--- config.mk ---
export PLATFORM = sky130hd
export DESIGN_NAME = thermostat_with_overheat_lockout_top
export DESIGN_NICKNAME = d
export VERILOG_FILES = /design/src/design/tolo_pkg.sv /design/src/design/tolo_apb_regs.sv /design/src/design/tolo_core.sv /design/src/design/thermostat_with_overheat_lockout_top.sv
export SDC_FILE = /design/constraint.sdc
export NUM_CORES = 1
export LEC_CHECK = 0
export BUFFER_PORTS_ARGS = -buffer_cell sky130_fd_sc_hd__buf_2
export CORE_ASPECT_RATIO = 0.8
export CORE_UTILIZATION = 50
export CTS_CLUSTER_DIAMETER = 100
export DETAILED_ROUTE_END_ITERATION = 7
export PLACE_DENSITY = 0.77
export SLEW_MARGIN = 20
export SYNTH_ARGS = -nofsm -noshare
export SYNTH_HDL_FRONTEND = slang
export SYNTH_SLANG_ARGS = --single-unit
--- constraint.sdc ---
create_clock -name clk -period 5.2 [get_ports clk]
set_input_delay 0 -clock clk [delete_from_list [all_inputs] [get_ports clk]]
set_output_delay 0 -clock clk [all_outputs]
set_load 0.01 [all_outputs]
--- src/design/tolo_pkg.sv ---
// ----------------------------------------------------------------------------
// tolo_pkg
// Shared types and constants for the thermostat with overheat lockout.
// ----------------------------------------------------------------------------
package tolo_pkg;

    // Build-time defaults
    localparam int BLINK_TICKS_DEF = 4;
    localparam int TARGET_MAX_DEF  = 99;
    localparam int TARGET_INIT     = 35;

    // Field widths
    localparam int READING_W = 12;
    localparam int WHOLE_W   = 10;
    localparam int FRAC_W    = 7;
    localparam int TARGET_W  = 7;
    localparam int LIMIT_W   = 10;
    localparam int DELTA_W   = 8;
    localparam int HYST_W    = 8;

    // Each quarter degree is 25 hundredths
    localparam logic [FRAC_W-1:0] FRAC_STEP = 7'd25;

    // Register file
    localparam int PADDR_W = 4;
    localparam int PDATA_W = 32;
    localparam logic [PADDR_W-1:0] ADDR_HARD_LIMIT    = 4'h0;
    localparam logic [PADDR_W-1:0] ADDR_RELEASE_DELTA = 4'h4;
    localparam logic [PADDR_W-1:0] ADDR_HYSTERESIS    = 4'h8;

    localparam logic [LIMIT_W-1:0] HARD_LIMIT_RST    = 10'd48;
    localparam logic [DELTA_W-1:0] RELEASE_DELTA_RST = 8'd5;
    localparam logic [HYST_W-1:0]  HYSTERESIS_RST    = 8'd1;

    // Item kinds
    localparam logic CMD_TICK = 1'b0;
    localparam logic CMD_SET  = 1'b1;

    typedef enum logic [1:0] {
        MODE_NORMAL = 2'd0,
        MODE_SET    = 2'd1,
        MODE_LOCK   = 2'd2
    } mode_t;

    typedef struct packed {
        logic [LIMIT_W-1:0] hard_limit;
        logic [DELTA_W-1:0] release_delta;
        logic [HYST_W-1:0]  hysteresis;
    } cfg_t;

    typedef struct packed {
        logic                 cmd;
        logic [READING_W-1:0] raw_reading;
        logic                 up_pressed;
        logic                 down_pressed;
    } item_t;

    typedef struct packed {
        logic                heater_on;
        logic                led_on;
        mode_t               mode;
        logic [WHOLE_W-1:0]  whole_degrees;
        logic [FRAC_W-1:0]   hundredths;
        logic [TARGET_W-1:0] target_degrees;
    } result_t;

endpackage

--- src/design/tolo_apb_regs.sv ---
// ----------------------------------------------------------------------------
// tolo_apb_regs
// APB register file holding the limit, release delta and hysteresis.
// ----------------------------------------------------------------------------
module tolo_apb_regs
(
    input  logic                           clk,
    input  logic                           rst_n,
    input  logic                           psel,
    input  logic                           penable,
    input  logic                           pwrite,
    input  logic [tolo_pkg::PADDR_W-1:0]   paddr,
    input  logic [tolo_pkg::PDATA_W-1:0]   pwdata,
    output logic [tolo_pkg::PDATA_W-1:0]   prdata,
    output logic                           pready,
    output tolo_pkg::cfg_t                 cfg
);

    logic [tolo_pkg::LIMIT_W-1:0] hard_limit_reg;
    logic [tolo_pkg::DELTA_W-1:0] release_delta_reg;
    logic [tolo_pkg::HYST_W-1:0]  hysteresis_reg;
    logic                         wr_en;

    assign pready = 1'b1;
    assign wr_en  = psel && penable && pwrite;

    always_ff @(posedge clk or negedge rst_n)
    begin
        if (!rst_n)
        begin
            hard_limit_reg    <= tolo_pkg::HARD_LIMIT_RST;
            release_delta_reg <= tolo_pkg::RELEASE_DELTA_RST;
            hysteresis_reg    <= tolo_pkg::HYSTERESIS_RST;
        end
        else if (wr_en)
        begin
            case (paddr)
                tolo_pkg::ADDR_HARD_LIMIT:
                    hard_limit_reg <= pwdata[tolo_pkg::LIMIT_W-1:0];
                tolo_pkg::ADDR_RELEASE_DELTA:
                    release_delta_reg <= pwdata[tolo_pkg::DELTA_W-1:0];
                tolo_pkg::ADDR_HYSTERESIS:
                    hysteresis_reg <= pwdata[tolo_pkg::HYST_W-1:0];
                default:
                begin
                end
            endcase
        end
    end

    always_comb
    begin
        case (paddr)
            tolo_pkg::ADDR_HARD_LIMIT:
                prdata = tolo_pkg::PDATA_W'(hard_limit_reg);
            tolo_pkg::ADDR_RELEASE_DELTA:
                prdata = tolo_pkg::PDATA_W'(release_delta_reg);
            tolo_pkg::ADDR_HYSTERESIS:
                prdata = tolo_pkg::PDATA_W'(hysteresis_reg);
            default:
                prdata = '0;
        endcase
    end

    assign cfg.hard_limit    = hard_limit_reg;
    assign cfg.release_delta = release_delta_reg;
    assign cfg.hysteresis    = hysteresis_reg;

endmodule

--- src/design/tolo_core.sv ---
// ----------------------------------------------------------------------------
// tolo_core
// Mode machine, heater and LED control, and target adjust; one item per step.
// ----------------------------------------------------------------------------
module tolo_core
#(
    parameter int BLINK_TICKS = tolo_pkg::BLINK_TICKS_DEF,
    parameter int TARGET_MAX  = tolo_pkg::TARGET_MAX_DEF
)
(
    input  logic              clk,
    input  logic              rst_n,
    input  logic              step,
    input  tolo_pkg::item_t   item,
    input  tolo_pkg::cfg_t    cfg,
    output tolo_pkg::result_t result
);

    localparam int BlinkW      = (BLINK_TICKS > 1) ? $clog2(BLINK_TICKS) : 1;
    localparam int TargetReset = (tolo_pkg::TARGET_INIT < TARGET_MAX) ?
                                 tolo_pkg::TARGET_INIT : TARGET_MAX;
    localparam logic [tolo_pkg::TARGET_W-1:0] TargetTop = tolo_pkg::TARGET_W'(TARGET_MAX);
    localparam logic [BlinkW-1:0] BlinkLast = BlinkW'(BLINK_TICKS - 1);

    tolo_pkg::mode_t                mode_reg, mode_next;
    tolo_pkg::mode_t                saved_reg, saved_next;
    logic [tolo_pkg::TARGET_W-1:0]  target_reg, target_next;
    logic                           heater_reg, heater_next;
    logic                           led_reg, led_next;
    logic [BlinkW-1:0]              blink_reg, blink_next;

    logic [tolo_pkg::WHOLE_W-1:0]   whole;
    logic [tolo_pkg::FRAC_W-1:0]    frac;
    logic [tolo_pkg::WHOLE_W:0]     whole_plus_hyst;
    logic [tolo_pkg::WHOLE_W:0]     whole_plus_delta;

    assign whole = item.raw_reading[tolo_pkg::READING_W-1:2];
    assign frac  = tolo_pkg::FRAC_W'(item.raw_reading[1:0]) * tolo_pkg::FRAC_STEP;

    assign whole_plus_hyst  = {1'b0, whole} + (tolo_pkg::WHOLE_W+1)'(cfg.hysteresis);
    assign whole_plus_delta = {1'b0, whole} + (tolo_pkg::WHOLE_W+1)'(cfg.release_delta);

    always_ff @(posedge clk or negedge rst_n)
    begin
        if (!rst_n)
        begin
            mode_reg   <= tolo_pkg::MODE_NORMAL;
            saved_reg  <= tolo_pkg::MODE_NORMAL;
            target_reg <= tolo_pkg::TARGET_W'(TargetReset);
            heater_reg <= 1'b0;
            led_reg    <= 1'b0;
            blink_reg  <= '0;
        end
        else if (step)
        begin
            mode_reg   <= mode_next;
            saved_reg  <= saved_next;
            target_reg <= target_next;
            heater_reg <= heater_next;
            led_reg    <= led_next;
            blink_reg  <= blink_next;
        end
    end

    always_comb
    begin
        mode_next   = mode_reg;
        saved_next  = saved_reg;
        target_next = target_reg;
        heater_next = heater_reg;
        led_next    = led_reg;
        blink_next  = blink_reg;

        if (item.cmd == tolo_pkg::CMD_SET)
        begin
            heater_next = 1'b0;
            if (mode_reg != tolo_pkg::MODE_SET)
            begin
                saved_next = mode_reg;
                mode_next  = tolo_pkg::MODE_SET;
                blink_next = '0;
            end
            else
            begin
                mode_next = saved_reg;
                led_next  = (saved_reg == tolo_pkg::MODE_LOCK);
            end
        end
        else
        begin
            case (mode_reg)
                tolo_pkg::MODE_NORMAL:
                begin
                    if (whole >= cfg.hard_limit)
                    begin
                        mode_next   = tolo_pkg::MODE_LOCK;
                        heater_next = 1'b0;
                        led_next    = 1'b1;
                    end
                    else
                    begin
                        // turning on wins when both thresholds hold
                        if (whole >= tolo_pkg::WHOLE_W'(target_reg))
                            heater_next = 1'b0;
                        if (whole_plus_hyst <= (tolo_pkg::WHOLE_W+1)'(target_reg))
                            heater_next = 1'b1;
                    end
                end
                tolo_pkg::MODE_LOCK:
                begin
                    if ((tolo_pkg::WHOLE_W+1)'(cfg.hard_limit) >= whole_plus_delta)
                    begin
                        mode_next = tolo_pkg::MODE_NORMAL;
                        led_next  = 1'b0;
                    end
                end
                default:
                begin
                    heater_next = 1'b0;
                    if (blink_reg == '0)
                        led_next = ~led_reg;
                    blink_next = (blink_reg >= BlinkLast) ? '0 : blink_reg + 1'b1;
                    // up takes priority over down; saturate at both ends
                    if (item.up_pressed)
                    begin
                        if (target_reg < TargetTop)
                            target_next = target_reg + 1'b1;
                    end
                    else if (item.down_pressed)
                    begin
                        if (target_reg != '0)
                            target_next = target_reg - 1'b1;
                    end
                end
            endcase
        end
    end

    assign result.heater_on      = heater_next;
    assign result.led_on         = led_next;
    assign result.mode           = mode_next;
    assign result.whole_degrees  = whole;
    assign result.hundredths     = frac;
    assign result.target_degrees = target_next;

endmodule

--- src/design/thermostat_with_overheat_lockout_top.sv ---
// ----------------------------------------------------------------------------
// thermostat_with_overheat_lockout_top
// Bang-bang thermostat with set-target mode and over-limit heater lockout.
// Takes one beat per cycle, sustained, while the output is not stalled. A
// beat lands in an input register; when the output slot is free or draining,
// the mode machine updates its state from that register and the result goes
// to an output register in the same cycle. The state update in the core
// sets the rate; the output register lets a new beat enter while a finished
// result still waits. No clearing pass after reset.
// ----------------------------------------------------------------------------
module thermostat_with_overheat_lockout_top
#(
    parameter int BLINK_TICKS = tolo_pkg::BLINK_TICKS_DEF,
    parameter int TARGET_MAX  = tolo_pkg::TARGET_MAX_DEF
)
(
    input  logic                           clk,
    input  logic                           rst_n,
    input  logic                           s_tvalid,
    output logic                           s_tready,
    // raw_reading[11:0], up_pressed[12], down_pressed[13], zero[15:14]
    input  logic [15:0]                    s_tdata,
    // cmd[0]
    input  logic                           s_tuser,
    output logic                           m_tvalid,
    input  logic                           m_tready,
    // heater_on[0], led_on[1], mode[3:2], whole_degrees[13:4],
    // hundredths[20:14], target_degrees[27:21], zero[31:28]
    output logic [31:0]                    m_tdata,
    input  logic                           psel,
    input  logic                           penable,
    input  logic                           pwrite,
    input  logic [tolo_pkg::PADDR_W-1:0]   paddr,
    input  logic [tolo_pkg::PDATA_W-1:0]   pwdata,
    output logic [tolo_pkg::PDATA_W-1:0]   prdata,
    output logic                           pready
);

    tolo_pkg::cfg_t    cfg;
    tolo_pkg::item_t   in_item_reg;
    tolo_pkg::result_t result;
    tolo_pkg::result_t out_reg;
    logic              in_valid_reg, in_valid_next;
    logic              out_valid_reg, out_valid_next;
    logic              s_accept;
    logic              advance;

    tolo_apb_regs u_regs
    (
        .clk     (clk),
        .rst_n   (rst_n),
        .psel    (psel),
        .penable (penable),
        .pwrite  (pwrite),
        .paddr   (paddr),
        .pwdata  (pwdata),
        .prdata  (prdata),
        .pready  (pready),
        .cfg     (cfg)
    );

    tolo_core
    #(
        .BLINK_TICKS (BLINK_TICKS),
        .TARGET_MAX  (TARGET_MAX)
    )
    u_core
    (
        .clk    (clk),
        .rst_n  (rst_n),
        .step   (advance),
        .item   (in_item_reg),
        .cfg    (cfg),
        .result (result)
    );

    // advance the held beat when the output slot is free or draining
    assign advance  = in_valid_reg && (!out_valid_reg || m_tready);
    assign s_tready = !in_valid_reg || advance;
    assign s_accept = s_tvalid && s_tready;

    always_comb
    begin
        in_valid_next = in_valid_reg;
        if (s_accept)
            in_valid_next = 1'b1;
        else if (advance)
            in_valid_next = 1'b0;

        out_valid_next = out_valid_reg;
        if (advance)
            out_valid_next = 1'b1;
        else if (m_tready)
            out_valid_next = 1'b0;
    end

    always_ff @(posedge clk or negedge rst_n)
    begin
        if (!rst_n)
        begin
            in_valid_reg  <= 1'b0;
            out_valid_reg <= 1'b0;
        end
        else
        begin
            in_valid_reg  <= in_valid_next;
            out_valid_reg <= out_valid_next;
        end
    end

    always_ff @(posedge clk)
    begin
        if (s_accept)
        begin
            in_item_reg.cmd          <= s_tuser;
            in_item_reg.raw_reading  <= s_tdata[11:0];
            in_item_reg.up_pressed   <= s_tdata[12];
            in_item_reg.down_pressed <= s_tdata[13];
        end
        if (advance)
            out_reg <= result;
    end

    assign m_tvalid = out_valid_reg;
    assign m_tdata  = {4'b0000,
                       out_reg.target_degrees,
                       out_reg.hundredths,
                       out_reg.whole_degrees,
                       out_reg.mode,
                       out_reg.led_on,
                       out_reg.heater_on};

endmodule
# --- Word level (Yosys, flattened, before mapping) ---
# Index checks and enable logic that the tools add are counted.
op_classes:
  add_sub_neg: 5
  reduce_logical: 20
  n_eq_ne: 7
  n_lt_le_gt_ge: 6
  n_mux: 31
  bitwise_logic: 1
  mul: 1
op_table:
  columns: ["op", "count"]
  rows:
  - ["2-to-1 mux 7 bit", 6]
  - ["one-hot mux 10 bit (3 select lines)", 1]
  - ["adder 10 x 8 -> 11 bit", 2]
  - ["2-to-1 mux 2 bit", 8]
  - ["2-to-1 mux 1 bit", 13]
  - ["greater-or-equal comparator 10 x 11 -> 1 bit", 1]
  - ["<= comparator 11 x 7 -> 1 bit", 1]
  - ["greater-or-equal comparator 10 bit", 1]
  - ["greater-or-equal comparator 10 x 7 -> 1 bit", 1]
  - ["adder 7 x 1 -> 7 bit, second input constant", 1]
  - ["< comparator 7 bit, second input constant", 1]
  - ["multiplier 2 x 5 -> 7 bit, second input constant", 1]
  - ["nonzero test 7 bit", 1]
  - ["subtractor 7 x 1 -> 7 bit, second input constant", 1]
  - ["inequality test 2 x 1 -> 1 bit, second input constant", 3]
  - ["AND reduction 2 bit", 3]
  - ["AND reduction 3 bit", 2]
  - ["equality test 2 bit, second input constant", 2]
  - ["equality test 4 x 3 -> 1 bit, second input constant", 1]
  - ["equality test 4 bit, second input constant", 1]
  - ["logical AND 1 bit", 4]
  - ["zero test 2 bit", 2]
  - ["zero test 4 bit", 1]
  - ["one-hot mux 1 bit (2 select lines)", 2]
  - ["8 further kinds", 11]
word_totals:
  elab_cells: 92
  input_bits: 60
  out_inout_bits: 67
  regBits: 86

# --- Logic depth before layout (Yosys ltp) ---
depth:
  depth_word: 6
  mapped_depth: 16
  depth_no_buf: 16

# --- By module ---
# A second synthesis with hierarchy kept.
hier_totals:
  hier_cells: 533
  hier_area_um2: 5771.8
modules_own_cells:
  columns: ["mod", "area_each_um2", "seq_area_each_um2", "cells_per_inst", "instances"]
  rows:
  - ["tolo_core", 2919.0, 379.1, 372, 1]
  - ["thermostat_with_overheat_lockout_top", 1428.9, 1341.3, 56, 1]
  - ["tolo_apb_regs", 1423.9, 656.9, 105, 1]

# --- Least setup slack after synthesis ---
# No wires, ideal clock.
synth_path:
  path_type: "register -> register"
  startpoint: "reg in_item_reg[5] (netlist name)"
  endpoint: "reg out_reg (netlist bit m_tdata[3]), data pin"
  n_path_buf: 0
  t_arrival_ns: 2.827
  setup_time_ns: 0.268
  setup_slack_ns: 2.105
  required_time_ns: 4.932
  path_stages_with_launch: 14
  synth_period_minus_slack_ns: 3.095
  path_cell_list: "edfxtp_1 -> ha_1 -> a21o_1 -> a21o_1 -> a2111oi_2 -> nor4_1 -> o21ai_0 -> xor2_1 -> ha_1 -> nand3_1 -> o31ai_1 -> o22ai_1 -> o21ai_0 -> nand3_1"
synth_lines:
  columns: ["element", "line", "source"]
  rows:
  - ["start, declared", "thermostat_with_overheat_lockout_top.sv:40", "tolo_pkg::item_t in_item_reg;"]
  - ["end signal, assigned", "thermostat_with_overheat_lockout_top.sv:121", "out_reg <= result;"]
  - ["end, declared", "thermostat_with_overheat_lockout_top.sv:42", "tolo_pkg::result_t out_reg;"]

==> metrics <==
largest family of logic cells by synthesized area compound AO/OA/AOI/OAI gates; # diodes 0; max incr delay on CP ~0.5 ns; Worst-Margin Slew roughly 1.1 ns; HPWL after DPL around 9000 um; WHS between 0.15 and 0.2 ns; die height between 90 and 100 um; Worst setup EP type flip-flop; drt first pass iters 5; Total GRT Usage between 20% and 30%; most common library cell in the layout ignoring fill and taps buf_2; Reg power frac between 40% and 50%; DR WL/cell roughly 16 um; Fin. Hold Viols 0; TritonCTS Buffers 9; gr ovfl total 0; CP Max Fanout 6; Routed Antenna Nets 0; Root Buffer clkbuf_16; DRT Wirelength 12600 um; switching pwr 871 uW; Peak Freq approximately 280 MHz; critical path required time about 5.3 ns; Netlist cell types between 50 and 60; max reg flops 26; final-report max-slew violation count 0; Non-Filler Instances between 700 and 800; Fin Clk Skew ~0.0064 ns; XOR/XNOR Fraction of Synth Area under 10%; switching share of power ~36%; first-pass GRT wire length 20100 um; Most used DFF post-synth edfxtp_1; Slowest-stage cell, CP edfxtp_1; Final Setup Violations 0; GPL Wtd Cong ~0.9; Synth Cell Area 5430 um^2; Mapped Cells between 500 and 600; num ports 127; YS warnings 0; CTS Sinks 84; Int Pwr 1530 uW; most frequent cells in the layout buf_2 (73), nand2_1 (61), ha_1 (57), edfxtp_1 (41), inv_1 (37); vias in the first global route between 4000 and 5000; synthesis-to-finish area growth 17.3%; CP arrival between 3 and 4 ns; async set-reset flop share out of synthesis 51.2%; Synth Register Bits between 80 and 90; worst min path class input port to asynchronous set/reset pin; Avg Inst Size Synth between 10 and 15 um^2; post-synthesis mux area share between 4 and 5%; initial antenna violation count 0; register area share after synthesis between 40% and 50%; combinational power share between 30% and 40%; number of port buffers 74; H-Tree Level Count 3; CTS tree yes; total negative setup slack 0 ns; Post-synth EDFFs between 40 and 50; row cnt 33; detailed-route vias per instance 5.51; Peak supply drop about 0.20 mV; Reg clk slew, reported paths around 0.060 ns; Core Box Area around 10000 um^2; largest net degree at the start of global routing 44; CP Class flip-flop to flip-flop; Startpoint Class flip-flop; P per Cell Area between 300 and 400 nW/um^2; Worst-Skew Late Latency roughly 0.34 ns; layout cell share with drive strength beyond 1 19.0%; Adder-Cell Fraction of Synth Area roughly 14%; total design power 2400 uW; max-cap viol count 0; Initial Util between 50% and 60%; status finished clean; Max-slew headroom between 20% and 30%; via count 4333; nets between 700 and 800; Tcrit/Tclk final a little over two thirds; Pleak approximately 0.0029 uW; RSZ-0062 raised after global routing false; CTS max path bufs 2; DP Cell Count about 740; DRT iter0 DRCs around 320; DRC 0; die width ~120 um; number of setup buffers added after CTS 0; DIE AREA approximately 11000 um^2; Simple-Gate Fraction of Synth Area roughly 14%; clock group share of total power a little under a quarter; worst path cell trace ha_1 > a21o_1 > a21o_1 > a2111oi_2 > nor4_1 > o21ai_0 > xor2_1 > ha_1 > nand3_1 > o31ai_1 > o22ai_1 > o21ai_0 > nand3_1; compound-cell area share of the yosys netlist between 10% and 20%; Final min period around 3.6 ns
-- timing repair --
item                                   CTS  global route
endpoints found under the hold margin   78             0
hold buffers                            29             0
gates resized for setup                  0             0
-- cell type report --
type / count / area (um^2)
fillers: 864 / 4040
multi-input cells: 404 / 2800
flip-flops and latches: 84 / 2320
repair buffers: 105 / 678
clock buffers: 11 / 233
well taps: 140 / 175
inverters: 37 / 139
clock inverters: 5 / 28.8
-- synthesized netlist by cell type (9+ instances only) --
master    count  share of area (%)
a21oi_1      28                2.6
a22oi_1       9                1.2
buf_4        29                4.0
clkbuf_1      9               0.62
dfrtp_1      35                 16
edfxtp_1     41                 23
ha_1         57                 13
inv_1        37                2.6
mux2_2       18                3.7
nand2_1      61                4.2
nand2b_1      9                1.0
nand3_1      10               0.92
nor2_1       29                2.0
o21ai_0      35                3.2
-- cells by family (layout without fill, tap and decap cells) --
logic type,Yosys count,count (layout)
AO/OA/AOI/OAI,127,127
other,2,28
adder cells (fa/ha/maj),59,59
multiplexers,22,22
AND/OR/NAND/NOR,155,155
buffers and inverters,80,158
flip-flops,84,84
XOR/XNOR,13,13
-- metal layers --
layer	track usage (%)	share of wire, %
met1	31.9	46
met2	36.7	45
met3	5.92	8.4
met4	6.65	0.90
met5	0	0
-- per-stage QoR --
stage / worst slack, ns / utilization, % / instance area, um^2
6_report: 1.56 / 61.2 / 6370
5_1_grt: 1.27 / 61.2 / 6370
4_1_cts: 1.58 / 61.2 / 6370
3_5_place_dp: 1.61 / 55.9 / 5820
3_3_place_gp: 1.66 / 55.9 / 5820
2_1_floorplan: 2.11 / - / 5530
-- path summary, 6_finish.rpt --
check                      slack [ns]                           to           start  depth (start not counted)
setup / recovery                 1.56                   m_tdata[3]  in_item_reg[5]                         13
hold / removal                   0.20         u_core.target_reg[4]           rst_n                          2
setup reg to reg                 1.56                   m_tdata[3]  in_item_reg[5]                         13
hold reg to reg                  0.50                  m_tdata[15]  in_item_reg[3]                          0
max in group asynchronous        4.58                     m_tvalid           rst_n                          2
min in group clk                 0.29  u_regs.release_delta_reg[1]         penable                          4
-- power groups by stage --
stage,Clock [uW],Combinational [uW],Sequential (uW)
after global placement,0,776,977
final,576,851,977
after global routing,614,962,994
after detailed placement,0,819,984
after floorplan,0,635,942
after CTS,587,842,974
-- worst max-delay path: cells and delay by family (launching register included) --
| kind | cells | cell delay [ns] |
|---|---|---|
| flip-flops | 1 | 0.50 |
| AND/OR/NAND/NOR | 3 | 0.36 |
| AO/OA/AOI/OAI | 7 | 1.78 |
| XOR/XNOR | 1 | 0.10 |
| adder cells (fa/ha/maj) | 2 | 0.63 |
No activity file was read; power rests on OpenSTA's default activity.
